File: src/rtl/smx_pkg.sv
package smx_pkg;

	// request kinds carried in req_type
	localparam logic REQ_EFFECT = 1'b0;
	localparam logic REQ_MUSIC  = 1'b1;

	// volume limits
	localparam logic [7:0] VOL_CAP      = 8'd255;
	localparam logic [8:0] MASTER_UNITY = 9'd256;

	// effect clamp bounds at frame end, 24-bit signed
	localparam logic signed [23:0] EFF_HI = 24'sd8388352;
	localparam logic signed [23:0] EFF_LO = -24'sd8388608;

	// int16 limits
	localparam logic signed [15:0] OUT_HI = 16'sh7fff;
	localparam logic signed [15:0] OUT_LO = 16'sh8000;

	// input transaction
	typedef struct packed {
		logic               req_type;
		logic signed [15:0] sample;
		logic [8:0]         chan_left_vol;
		logic [8:0]         chan_right_vol;
		logic signed [23:0] music_left;
		logic signed [23:0] music_right;
		logic               frame_end;
	} in_item_t;

	// result transaction
	typedef struct packed {
		logic signed [15:0] left_out;
		logic signed [15:0] right_out;
	} out_item_t;

	// classified command between front and back
	typedef struct packed {
		logic               req_type;
		logic signed [15:0] sample;
		logic [7:0]         left_gain;
		logic [7:0]         right_gain;
		logic signed [23:0] music_left;
		logic signed [23:0] music_right;
		logic               frame_end;
	} cmd_t;

endpackage

File: src/rtl/smx_fifo.sv
module smx_fifo #(
	parameter int WIDTH = 32,
	parameter int DEPTH = 4
) (
	input  logic                             clk,
	input  logic                             arst_n,
	input  logic                             wr_en,
	input  logic [WIDTH-1:0]                 wr_data,
	input  logic                             rd_en,
	output logic [WIDTH-1:0]                 rd_data,
	output logic                             full,
	output logic                             empty,
	output logic [$clog2(DEPTH+1)-1:0]       count
);

	localparam int AW = (DEPTH > 1) ? $clog2(DEPTH) : 1;
	localparam int CW = $clog2(DEPTH+1);

	logic [WIDTH-1:0] mem_q [DEPTH];
	logic [AW-1:0]    wr_ptr_q;
	logic [AW-1:0]    rd_ptr_q;
	logic [CW-1:0]    count_q;
	logic             do_wr;
	logic             do_rd;

	assign full    = (count_q == CW'(DEPTH));
	assign empty   = (count_q == '0);
	assign count   = count_q;
	assign do_wr   = wr_en & ~full;
	assign do_rd   = rd_en & ~empty;
	assign rd_data = mem_q[rd_ptr_q];

	// storage
	always_ff @(posedge clk) begin
		if (do_wr) begin
			mem_q[wr_ptr_q] <= wr_data;
		end
	end

	// pointers and fill level
	always_ff @(posedge clk or negedge arst_n) begin
		if (!arst_n) begin
			wr_ptr_q <= '0;
			rd_ptr_q <= '0;
			count_q  <= '0;
		end else begin
			if (do_wr) begin
				wr_ptr_q <= (wr_ptr_q == AW'(DEPTH-1)) ? '0 : wr_ptr_q + AW'(1);
			end
			if (do_rd) begin
				rd_ptr_q <= (rd_ptr_q == AW'(DEPTH-1)) ? '0 : rd_ptr_q + AW'(1);
			end
			if (do_wr && !do_rd) begin
				count_q <= count_q + CW'(1);
			end else if (do_rd && !do_wr) begin
				count_q <= count_q - CW'(1);
			end
		end
	end

endmodule

File: src/rtl/smx_front.sv
module smx_front (
	input  logic             clk,
	input  logic             arst_n,
	input  logic             cfg_we,
	input  logic [8:0]       cfg_wdata,
	input  smx_pkg::in_item_t item,
	output smx_pkg::cmd_t    cmd
);

	logic [8:0]  master_q;
	logic [8:0]  master_eff;
	logic [7:0]  left_cap;
	logic [7:0]  right_cap;
	logic [16:0] left_prod;
	logic [16:0] right_prod;

	// master volume register
	always_ff @(posedge clk or negedge arst_n) begin
		if (!arst_n) begin
			master_q <= smx_pkg::MASTER_UNITY;
		end else if (cfg_we) begin
			master_q <= cfg_wdata;
		end
	end

	// cap channel and master volumes
	assign master_eff = (master_q > smx_pkg::MASTER_UNITY) ? smx_pkg::MASTER_UNITY : master_q;
	assign left_cap   = (item.chan_left_vol > 9'(smx_pkg::VOL_CAP)) ?
		smx_pkg::VOL_CAP : item.chan_left_vol[7:0];
	assign right_cap  = (item.chan_right_vol > 9'(smx_pkg::VOL_CAP)) ?
		smx_pkg::VOL_CAP : item.chan_right_vol[7:0];

	// scale by master, drop eight fraction bits
	assign left_prod  = left_cap * master_eff;
	assign right_prod = right_cap * master_eff;

	// classified command
	always_comb begin
		cmd.req_type    = item.req_type;
		cmd.sample      = item.sample;
		cmd.left_gain   = left_prod[15:8];
		cmd.right_gain  = right_prod[15:8];
		cmd.music_left  = item.music_left;
		cmd.music_right = item.music_right;
		cmd.frame_end   = item.frame_end;
	end

endmodule

File: src/rtl/smx_back.sv
module smx_back #(
	parameter int RES_DEPTH = 4
) (
	input  logic                             clk,
	input  logic                             arst_n,
	input  smx_pkg::cmd_t                    cmd,
	input  logic                             cmd_empty,
	output logic                             cmd_pop,
	input  logic [$clog2(RES_DEPTH+1)-1:0]   res_count,
	output logic                             res_push,
	output smx_pkg::out_item_t               res
);

	localparam int CW = $clog2(RES_DEPTH+1);
	localparam int PW = CW + 2;

	// stage 1: products
	logic               valid_s1;
	logic               type_s1;
	logic               end_s1;
	logic signed [24:0] prod_l_s1;
	logic signed [24:0] prod_r_s1;
	logic signed [23:0] mus_l_s1;
	logic signed [23:0] mus_r_s1;

	// running sums
	logic signed [39:0] eff_l_q;
	logic signed [39:0] eff_r_q;
	logic signed [31:0] mus_l_q;
	logic signed [31:0] mus_r_q;

	// stage 2: frame totals
	logic               valid_s2;
	logic signed [39:0] eff_l_s2;
	logic signed [39:0] eff_r_s2;
	logic signed [31:0] mus_l_s2;
	logic signed [31:0] mus_r_s2;

	// stage 3: clamped effect
	logic               valid_s3;
	logic signed [23:0] eff_l_s3;
	logic signed [23:0] eff_r_s3;
	logic signed [31:0] mus_l_s3;
	logic signed [31:0] mus_r_s3;

	logic signed [39:0] eff_l_nx;
	logic signed [39:0] eff_r_nx;
	logic signed [31:0] mus_l_nx;
	logic signed [31:0] mus_r_nx;
	logic [PW-1:0]      pending;

	function automatic logic signed [39:0] sat40(input logic signed [40:0] v);
		logic signed [39:0] r;
		if (v[40] != v[39]) begin
			r = v[40] ? {1'b1, 39'd0} : {1'b0, {39{1'b1}}};
		end else begin
			r = v[39:0];
		end
		return r;
	endfunction

	function automatic logic signed [31:0] sat32(input logic signed [32:0] v);
		logic signed [31:0] r;
		if (v[32] != v[31]) begin
			r = v[32] ? {1'b1, 31'd0} : {1'b0, {31{1'b1}}};
		end else begin
			r = v[31:0];
		end
		return r;
	endfunction

	function automatic logic signed [23:0] clamp_eff(input logic signed [39:0] v);
		logic signed [23:0] r;
		if (v > 40'(smx_pkg::EFF_HI)) begin
			r = smx_pkg::EFF_HI;
		end else if (v < 40'(smx_pkg::EFF_LO)) begin
			r = smx_pkg::EFF_LO;
		end else begin
			r = v[23:0];
		end
		return r;
	endfunction

	function automatic logic signed [15:0] finish(input logic signed [23:0] e,
		input logic signed [31:0] m);
		logic signed [32:0] t;
		logic signed [24:0] s;
		logic signed [15:0] r;
		t = 33'(e) + 33'(m);
		s = t[32:8];
		if (s[24:15] == '0 || s[24:15] == '1) begin
			r = s[15:0];
		end else begin
			r = s[24] ? smx_pkg::OUT_LO : smx_pkg::OUT_HI;
		end
		return r;
	endfunction

	// reserve room in the result queue for every frame still in flight
	assign pending = PW'(res_count) + PW'(valid_s1 & end_s1) + PW'(valid_s2) + PW'(valid_s3);
	assign cmd_pop = ~cmd_empty & (pending < PW'(RES_DEPTH));

	// stage 1: sample times scaled gain
	always_ff @(posedge clk or negedge arst_n) begin
		if (!arst_n) begin
			valid_s1 <= 1'b0;
		end else begin
			valid_s1 <= cmd_pop;
		end
	end

	always_ff @(posedge clk) begin
		if (cmd_pop) begin
			type_s1   <= cmd.req_type;
			end_s1    <= cmd.frame_end;
			prod_l_s1 <= cmd.sample * $signed({1'b0, cmd.left_gain});
			prod_r_s1 <= cmd.sample * $signed({1'b0, cmd.right_gain});
			mus_l_s1  <= cmd.music_left;
			mus_r_s1  <= cmd.music_right;
		end
	end

	// saturating accumulation
	always_comb begin
		eff_l_nx = eff_l_q;
		eff_r_nx = eff_r_q;
		mus_l_nx = mus_l_q;
		mus_r_nx = mus_r_q;
		if (type_s1 == smx_pkg::REQ_EFFECT) begin
			eff_l_nx = sat40(41'(eff_l_q) + 41'(prod_l_s1));
			eff_r_nx = sat40(41'(eff_r_q) + 41'(prod_r_s1));
		end else begin
			mus_l_nx = sat32(33'(mus_l_q) + 33'(mus_l_s1));
			mus_r_nx = sat32(33'(mus_r_q) + 33'(mus_r_s1));
		end
	end

	always_ff @(posedge clk or negedge arst_n) begin
		if (!arst_n) begin
			eff_l_q  <= '0;
			eff_r_q  <= '0;
			mus_l_q  <= '0;
			mus_r_q  <= '0;
			valid_s2 <= 1'b0;
		end else begin
			valid_s2 <= valid_s1 & end_s1;
			if (valid_s1) begin
				if (end_s1) begin
					eff_l_q <= '0;
					eff_r_q <= '0;
					mus_l_q <= '0;
					mus_r_q <= '0;
				end else begin
					eff_l_q <= eff_l_nx;
					eff_r_q <= eff_r_nx;
					mus_l_q <= mus_l_nx;
					mus_r_q <= mus_r_nx;
				end
			end
		end
	end

	// capture frame totals
	always_ff @(posedge clk) begin
		if (valid_s1 && end_s1) begin
			eff_l_s2 <= eff_l_nx;
			eff_r_s2 <= eff_r_nx;
			mus_l_s2 <= mus_l_nx;
			mus_r_s2 <= mus_r_nx;
		end
	end

	// stage 3: clamp effect sums
	always_ff @(posedge clk or negedge arst_n) begin
		if (!arst_n) begin
			valid_s3 <= 1'b0;
		end else begin
			valid_s3 <= valid_s2;
		end
	end

	always_ff @(posedge clk) begin
		if (valid_s2) begin
			eff_l_s3 <= clamp_eff(eff_l_s2);
			eff_r_s3 <= clamp_eff(eff_r_s2);
			mus_l_s3 <= mus_l_s2;
			mus_r_s3 <= mus_r_s2;
		end
	end

	// stage 4: add music, shift, saturate
	assign res_push      = valid_s3;
	assign res.left_out  = finish(eff_l_s3, mus_l_s3);
	assign res.right_out = finish(eff_r_s3, mus_r_s3);

endmodule

File: src/rtl/stereo_channel_mixer.sv
// channel    direction  handshake          payload
// item       in         push / full        smx_pkg::in_item_t
// frame      out        pop / empty        smx_pkg::out_item_t
// cfg        in         cfg_we             master_volume, 9 bits
//
// one contribution is taken per cycle while full is low; the back end retires one
// command a cycle through its multiply and accumulate stages while the result queue has room.
// a frame result reaches the result queue once its frame_end transaction has passed
// the command queue and the stage 1, stage 2 and stage 3 registers.
// reset clears the queues, the running sums and sets master volume to unity.
// full rises when the command queue fills; the back end stops draining it while
// the result queue has no room left for the frames already in flight.
module stereo_channel_mixer #(
	parameter int CMD_DEPTH = 4,
	parameter int RES_DEPTH = 4
) (
	input  logic                clk,
	input  logic                arst_n,
	input  logic                push,
	output logic                full,
	input  smx_pkg::in_item_t   item,
	output logic                empty,
	input  logic                pop,
	output smx_pkg::out_item_t  frame,
	input  logic                cfg_we,
	input  logic [8:0]          cfg_wdata
);

	localparam int CMD_W = $bits(smx_pkg::cmd_t);
	localparam int RES_W = $bits(smx_pkg::out_item_t);

	smx_pkg::cmd_t                    cmd_in;
	smx_pkg::cmd_t                    cmd_head;
	smx_pkg::out_item_t               res;
	logic                             cmd_empty;
	logic                             cmd_pop;
	logic                             res_push;
	logic                             res_full;
	logic [$clog2(RES_DEPTH+1)-1:0]   res_count;
	logic [$clog2(CMD_DEPTH+1)-1:0]   cmd_count;
	logic                             cmd_busy;

	// front: master register and volume scaling
	smx_front u_front (
		.clk       (clk),
		.arst_n    (arst_n),
		.cfg_we    (cfg_we),
		.cfg_wdata (cfg_wdata),
		.item      (item),
		.cmd       (cmd_in)
	);

	// command queue between front and back
	smx_fifo #(
		.WIDTH (CMD_W),
		.DEPTH (CMD_DEPTH)
	) u_cmd_q (
		.clk     (clk),
		.arst_n  (arst_n),
		.wr_en   (push),
		.wr_data (cmd_in),
		.rd_en   (cmd_pop),
		.rd_data (cmd_head),
		.full    (full),
		.empty   (cmd_empty),
		.count   (cmd_count)
	);

	assign cmd_busy = (cmd_count != '0);

	// back: multiply, accumulate, finish; credit scheme keeps the result queue
	// from overflowing, a full result queue also holds the command queue
	smx_back #(
		.RES_DEPTH (RES_DEPTH)
	) u_back (
		.clk       (clk),
		.arst_n    (arst_n),
		.cmd       (cmd_head),
		.cmd_empty (cmd_empty | ~cmd_busy | res_full),
		.cmd_pop   (cmd_pop),
		.res_count (res_count),
		.res_push  (res_push),
		.res       (res)
	);

	// result queue
	smx_fifo #(
		.WIDTH (RES_W),
		.DEPTH (RES_DEPTH)
	) u_res_q (
		.clk     (clk),
		.arst_n  (arst_n),
		.wr_en   (res_push),
		.wr_data (res),
		.rd_en   (pop),
		.rd_data (frame),
		.full    (res_full),
		.empty   (empty),
		.count   (res_count)
	);

endmodule

File: config.mk
export PLATFORM = sky130hd
export DESIGN_NAME = stereo_channel_mixer
export DESIGN_NICKNAME = d
export VERILOG_FILES = /design/src/rtl/smx_pkg.sv /design/src/rtl/smx_fifo.sv /design/src/rtl/smx_front.sv /design/src/rtl/smx_back.sv /design/src/rtl/stereo_channel_mixer.sv
export SDC_FILE = /design/constraint.sdc
export NUM_CORES = 2
export LEC_CHECK = 0
export BUFFER_PORTS_ARGS = -buffer_cell sky130_fd_sc_hd__buf_2
export CORE_MARGIN = 4
export CORE_UTILIZATION = 25
export DETAILED_ROUTE_END_ITERATION = 10
export PLACE_DENSITY = 0.43
export SLEW_MARGIN = 20
export SYNTH_ARGS = -nofsm -noshare
export SYNTH_HDL_FRONTEND = slang
export SYNTH_SLANG_ARGS = --single-unit
File: constraint.sdc
create_clock -name clk -period 14.3 [get_ports clk]
set_input_delay 0.715 -clock clk [delete_from_list [all_inputs] [get_ports clk]]
set_output_delay 0.715 -clock clk [all_outputs]
set_load 0.03 [all_outputs]
==> results.toml <==
[critical_path]
crit_slowest_cell = "o21ai_1"
worst-path-buf-inv = 4
cp.required_ns = 14.77
worst_ep_arrival_time_ns = 8.13
cp_max_fo = 47
cp_cell_sequence = "buf_4, mux2_2, o21ai_1, nor2_1, fa_1, fa_1, inv_1, fa_1, fa_1, inv_1, ha_1, inv_1, o21bai_1, a21o_1, a21o_1, a31oi_1, o21ai_0, o31a_1, a41oi_1, o21ai_0, o41ai_1, xnor2_1"
cp-end-kind = "flop"
max_stage_delay_ns = 0.75
crit_family = "compound AO/OA/AOI/OAI gates"
reg2regPathDepth = 22
crit_path_start_kind = "flop"
cp.depth = 22
crit_type = "flop to flop"
path_common_cell = "fa_1"

[clock_tree]
clk-insertion-delay-late_ns = 0.75
cts_resized = 0
clk_path_buf_depth = 3
clockRootBuffer = "clkbuf_16"
cts_buffers = 111
cts.sinks = 982
clk_pin_slew_ns = 0.06
tritoncts = "yes"
htreeDepth = 3

[floorplanning]
die-area_mm2 = 0.2453
coreArea_mm2 = 0.2356
chipWidth_um = 495.3
fp-row-count = 178
ios = 132
initial_core_util = 0.2519
die_y_um = 495.3

[synth]
synth.avg_cell_area_um2 = 11.52
synth-seq-area-share = 0.4825
synth_edf_count = 812
ys_ff_latch = 982
synth_warnings = 0
ys.flop_type = "edfxtp_1"
synth.distinct_cells = 83
synthCells = 5153
syn_nets = 5925
synthArstFlopShare = 0.1731
synth_area_mm2 = 0.05936

[global_route]
antenna_found_initial = 34
met2_usage = 0.1988
grt_pass1_wl_um = 245600
grt_pass1_vias = 39450
met1_usage = 0.1905
grt_usage = 0.1287
grt.overflow.total = 0
grt_util_met3 = 0.02133
grt_max_degree = 106
top_usage_layer = "met2"

[sta]
slew_headroom = 0.2921
post-route-period-util = 0.5357
clock-skew-final_ns = 0.04237
period_needed_ns = 7.660
maxSlewViolCount = 0
setup_tns_ns = 0
max_freq_mhz = 130.5
finalSetupViolCount = 0
tightest_slew_ns = 1.048
rsz0062_at_grt = "false"
hold_violations = 0

[route]
drt_wl_total_um = 157800
drc = 0
num_vias = 38430
dr.pass1.iters = 5
via_per_inst = 4.505
ant_nets = 0
wl_per_cell_um = 18.50
first_iter_violations = 2535

[placed_design]
io_buffers = 131
place.gp.congestion = 0.8124
postPlaceCellArea_mm2 = 0.06380
dpl.hpwl_um = 115900

[run_status]
status = "finished clean"

[layout]
layout_common_cells = "edfxtp_1 (812), nor2_1 (532), inv_1 (469), nand2_1 (409), ha_1 (383)"
fin_area_mm2 = 0.06759
layout_commonest_cell = "edfxtp_1"
fin_nets = 6044
area_delta_synth_final_pct = 13.87
fillers = 24410
layout-drive-gt1-share = 0.1041

[worst_hold_path]
hold_path.class = "input pin to flop"
holdPathStages = 1

[job]
drv_cap = 0
-- per-layer routing --
layer	vias up	part of all wire	routed length, um
met5	-	0.00066	104
met4	16	0.016	2485
met3	154	0.043	6810
met2	683	0.44	69690
met1	19060	0.50	78700
li1	18520	-	-
-- synth_stat cells (24+ instances only) --
| master | instances | share of area |
|---|---|---|
| nand2b_1 | 66 | 0.0070 |
| dfrtp_1 | 169 | 0.071 |
| a22o_1 | 27 | 0.0040 |
| mux2i_1 | 31 | 0.0052 |
| o21bai_1 | 25 | 0.0032 |
| nor2b_1 | 63 | 0.0066 |
| a31oi_1 | 35 | 0.0037 |
| clkbuf_1 | 157 | 0.0099 |
| and2_1 | 42 | 0.0044 |
| mux2_2 | 45 | 0.0085 |
| xor2_1 | 82 | 0.012 |
| a21o_1 | 181 | 0.023 |
| nor2_1 | 535 | 0.034 |
| nand2_1 | 411 | 0.026 |
| mux4_2 | 87 | 0.033 |
| nand4_1 | 41 | 0.0043 |
| nand3_1 | 39 | 0.0033 |
| a21oi_1 | 264 | 0.022 |
| o21ai_0 | 348 | 0.029 |
| edfxtp_1 | 812 | 0.41 |
| o22ai_1 | 43 | 0.0045 |
| xnor2_1 | 151 | 0.022 |
| o21a_1 | 34 | 0.0043 |
| fa_1 | 291 | 0.098 |
| ha_1 | 383 | 0.081 |
| and3_1 | 24 | 0.0025 |
| o21ai_1 | 30 | 0.0025 |
| nor3_1 | 41 | 0.0035 |
| inv_1 | 471 | 0.030 |
-- worst register-to-register path, cell delays in order (launching register included) --
cell	delay [ns]
dfrtp_4	0.69
buf_4	0.69
mux2_2	0.48
o21ai_1	0.75
nor2_1	0.18
fa_1	0.48
fa_1	0.50
inv_1	0.06
fa_1	0.50
fa_1	0.49
inv_1	0.04
ha_1	0.29
inv_1	0.08
o21bai_1	0.10
a21o_1	0.19
a21o_1	0.19
a31oi_1	0.31
o21ai_0	0.18
o31a_1	0.32
a41oi_1	0.29
o21ai_0	0.17
o41ai_1	0.32
xnor2_1	0.12
-- timing repair --
| action | CTS | global route |
|---|---|---|
| buffers inserted | 0 | 0 |
| hold buffers | 1 | 0 |
| endpoints found under the hold margin | 51 | 0 |
-- final cells by class --
class                      count  area [um2]  area share
antenna                       10       25.02   0.0003702
clock buffer                 147        3064     0.04533
clock inverter                65       673.1    0.009959
inverter                     472        1779     0.02632
multi-input combinational   3515       28340      0.4192
sequential                   982       28650      0.4239
tap                         3150        3941     0.05831
timing repair buffer         190        1122     0.01660
-- worst paths after layout --
path / start / endpoint / slack [ns]
setup / recovery: u_cmd_q.rd_ptr_q[0]$_DFFE_PN0P_ / u_back.prod_r_s1[24]$_DFFE_PP_ / 6.64
max in group asynchronous: arst_n / u_cmd_q.rd_ptr_q[0]$_DFFE_PN0P_ / 11.23
min in group asynchronous: arst_n / u_back.eff_l_q[29]$_DFFE_PN0P_ / 0.54
hold reg to reg: u_back.mus_r_s2[2]$_DFFE_PP_ / u_back.mus_r_s3[2]$_DFFE_PP_ / 0.41
hold / removal: item[8] / u_cmd_q.mem_q[1][8]$_DFFE_PP_ / 0.19
setup reg to reg: u_cmd_q.rd_ptr_q[0]$_DFFE_PN0P_ / u_back.prod_r_s1[24]$_DFFE_PP_ / 6.64
-- sequential cells by signal, indices dropped and copies added, names as in the netlist, 9 cells and up --
signal,count
u_back.mus_l_s3,32
u_back.eff_r_q,40
u_front.master_q,9
u_back.eff_r_s3,24
u_cmd_q.mem_q,328
u_back.mus_r_s2,32
u_back.mus_l_q,32
u_res_q.mem_q,128
u_back.mus_r_s3,32
u_back.eff_r_s2,40
u_back.mus_r_s1,24
u_back.eff_l_s2,40
u_back.mus_l_s2,32
u_back.mus_l_s1,24
u_back.prod_r_s1,25
u_back.prod_l_s1,25
u_back.eff_l_s3,24
u_back.eff_l_q,40
u_back.mus_r_q,32
-- through the flow --
| stage | utilization | setup slack, ns | hold WS [ns] | instances |
|---|---|---|---|---|
| after floorplan | - | 7.580 | 0.4003 | 5153 |
| after global placement | 0.2707 | 6.404 | 0.4042 | 8308 |
| after detailed placement | 0.2708 | 6.626 | 0.4054 | 8308 |
| after CTS | 0.2867 | 6.627 | 0.1071 | 8521 |
| after global routing | 0.2868 | 6.084 | 0.1235 | 8522 |
| final | 0.2869 | 6.640 | 0.1920 | 8531 |
-- kinds of logic (layout without fill, tap and decap cells) --
family          after synthesis  count (layout)  synth area share
simple gates               1329            1329           0.09947
flops                       982             982            0.4825
buf+inv                     656             874           0.04184
mux                         163             163           0.04677
other cells                   0              10                 0
compound gates             1114            1114            0.1159
xor+xnor                    233             233           0.03438
fa+ha+maj                   676             676            0.1792
Power is not shown: default switching activity piles up to over one toggle a cycle in this logic, so the estimate is an artifact.
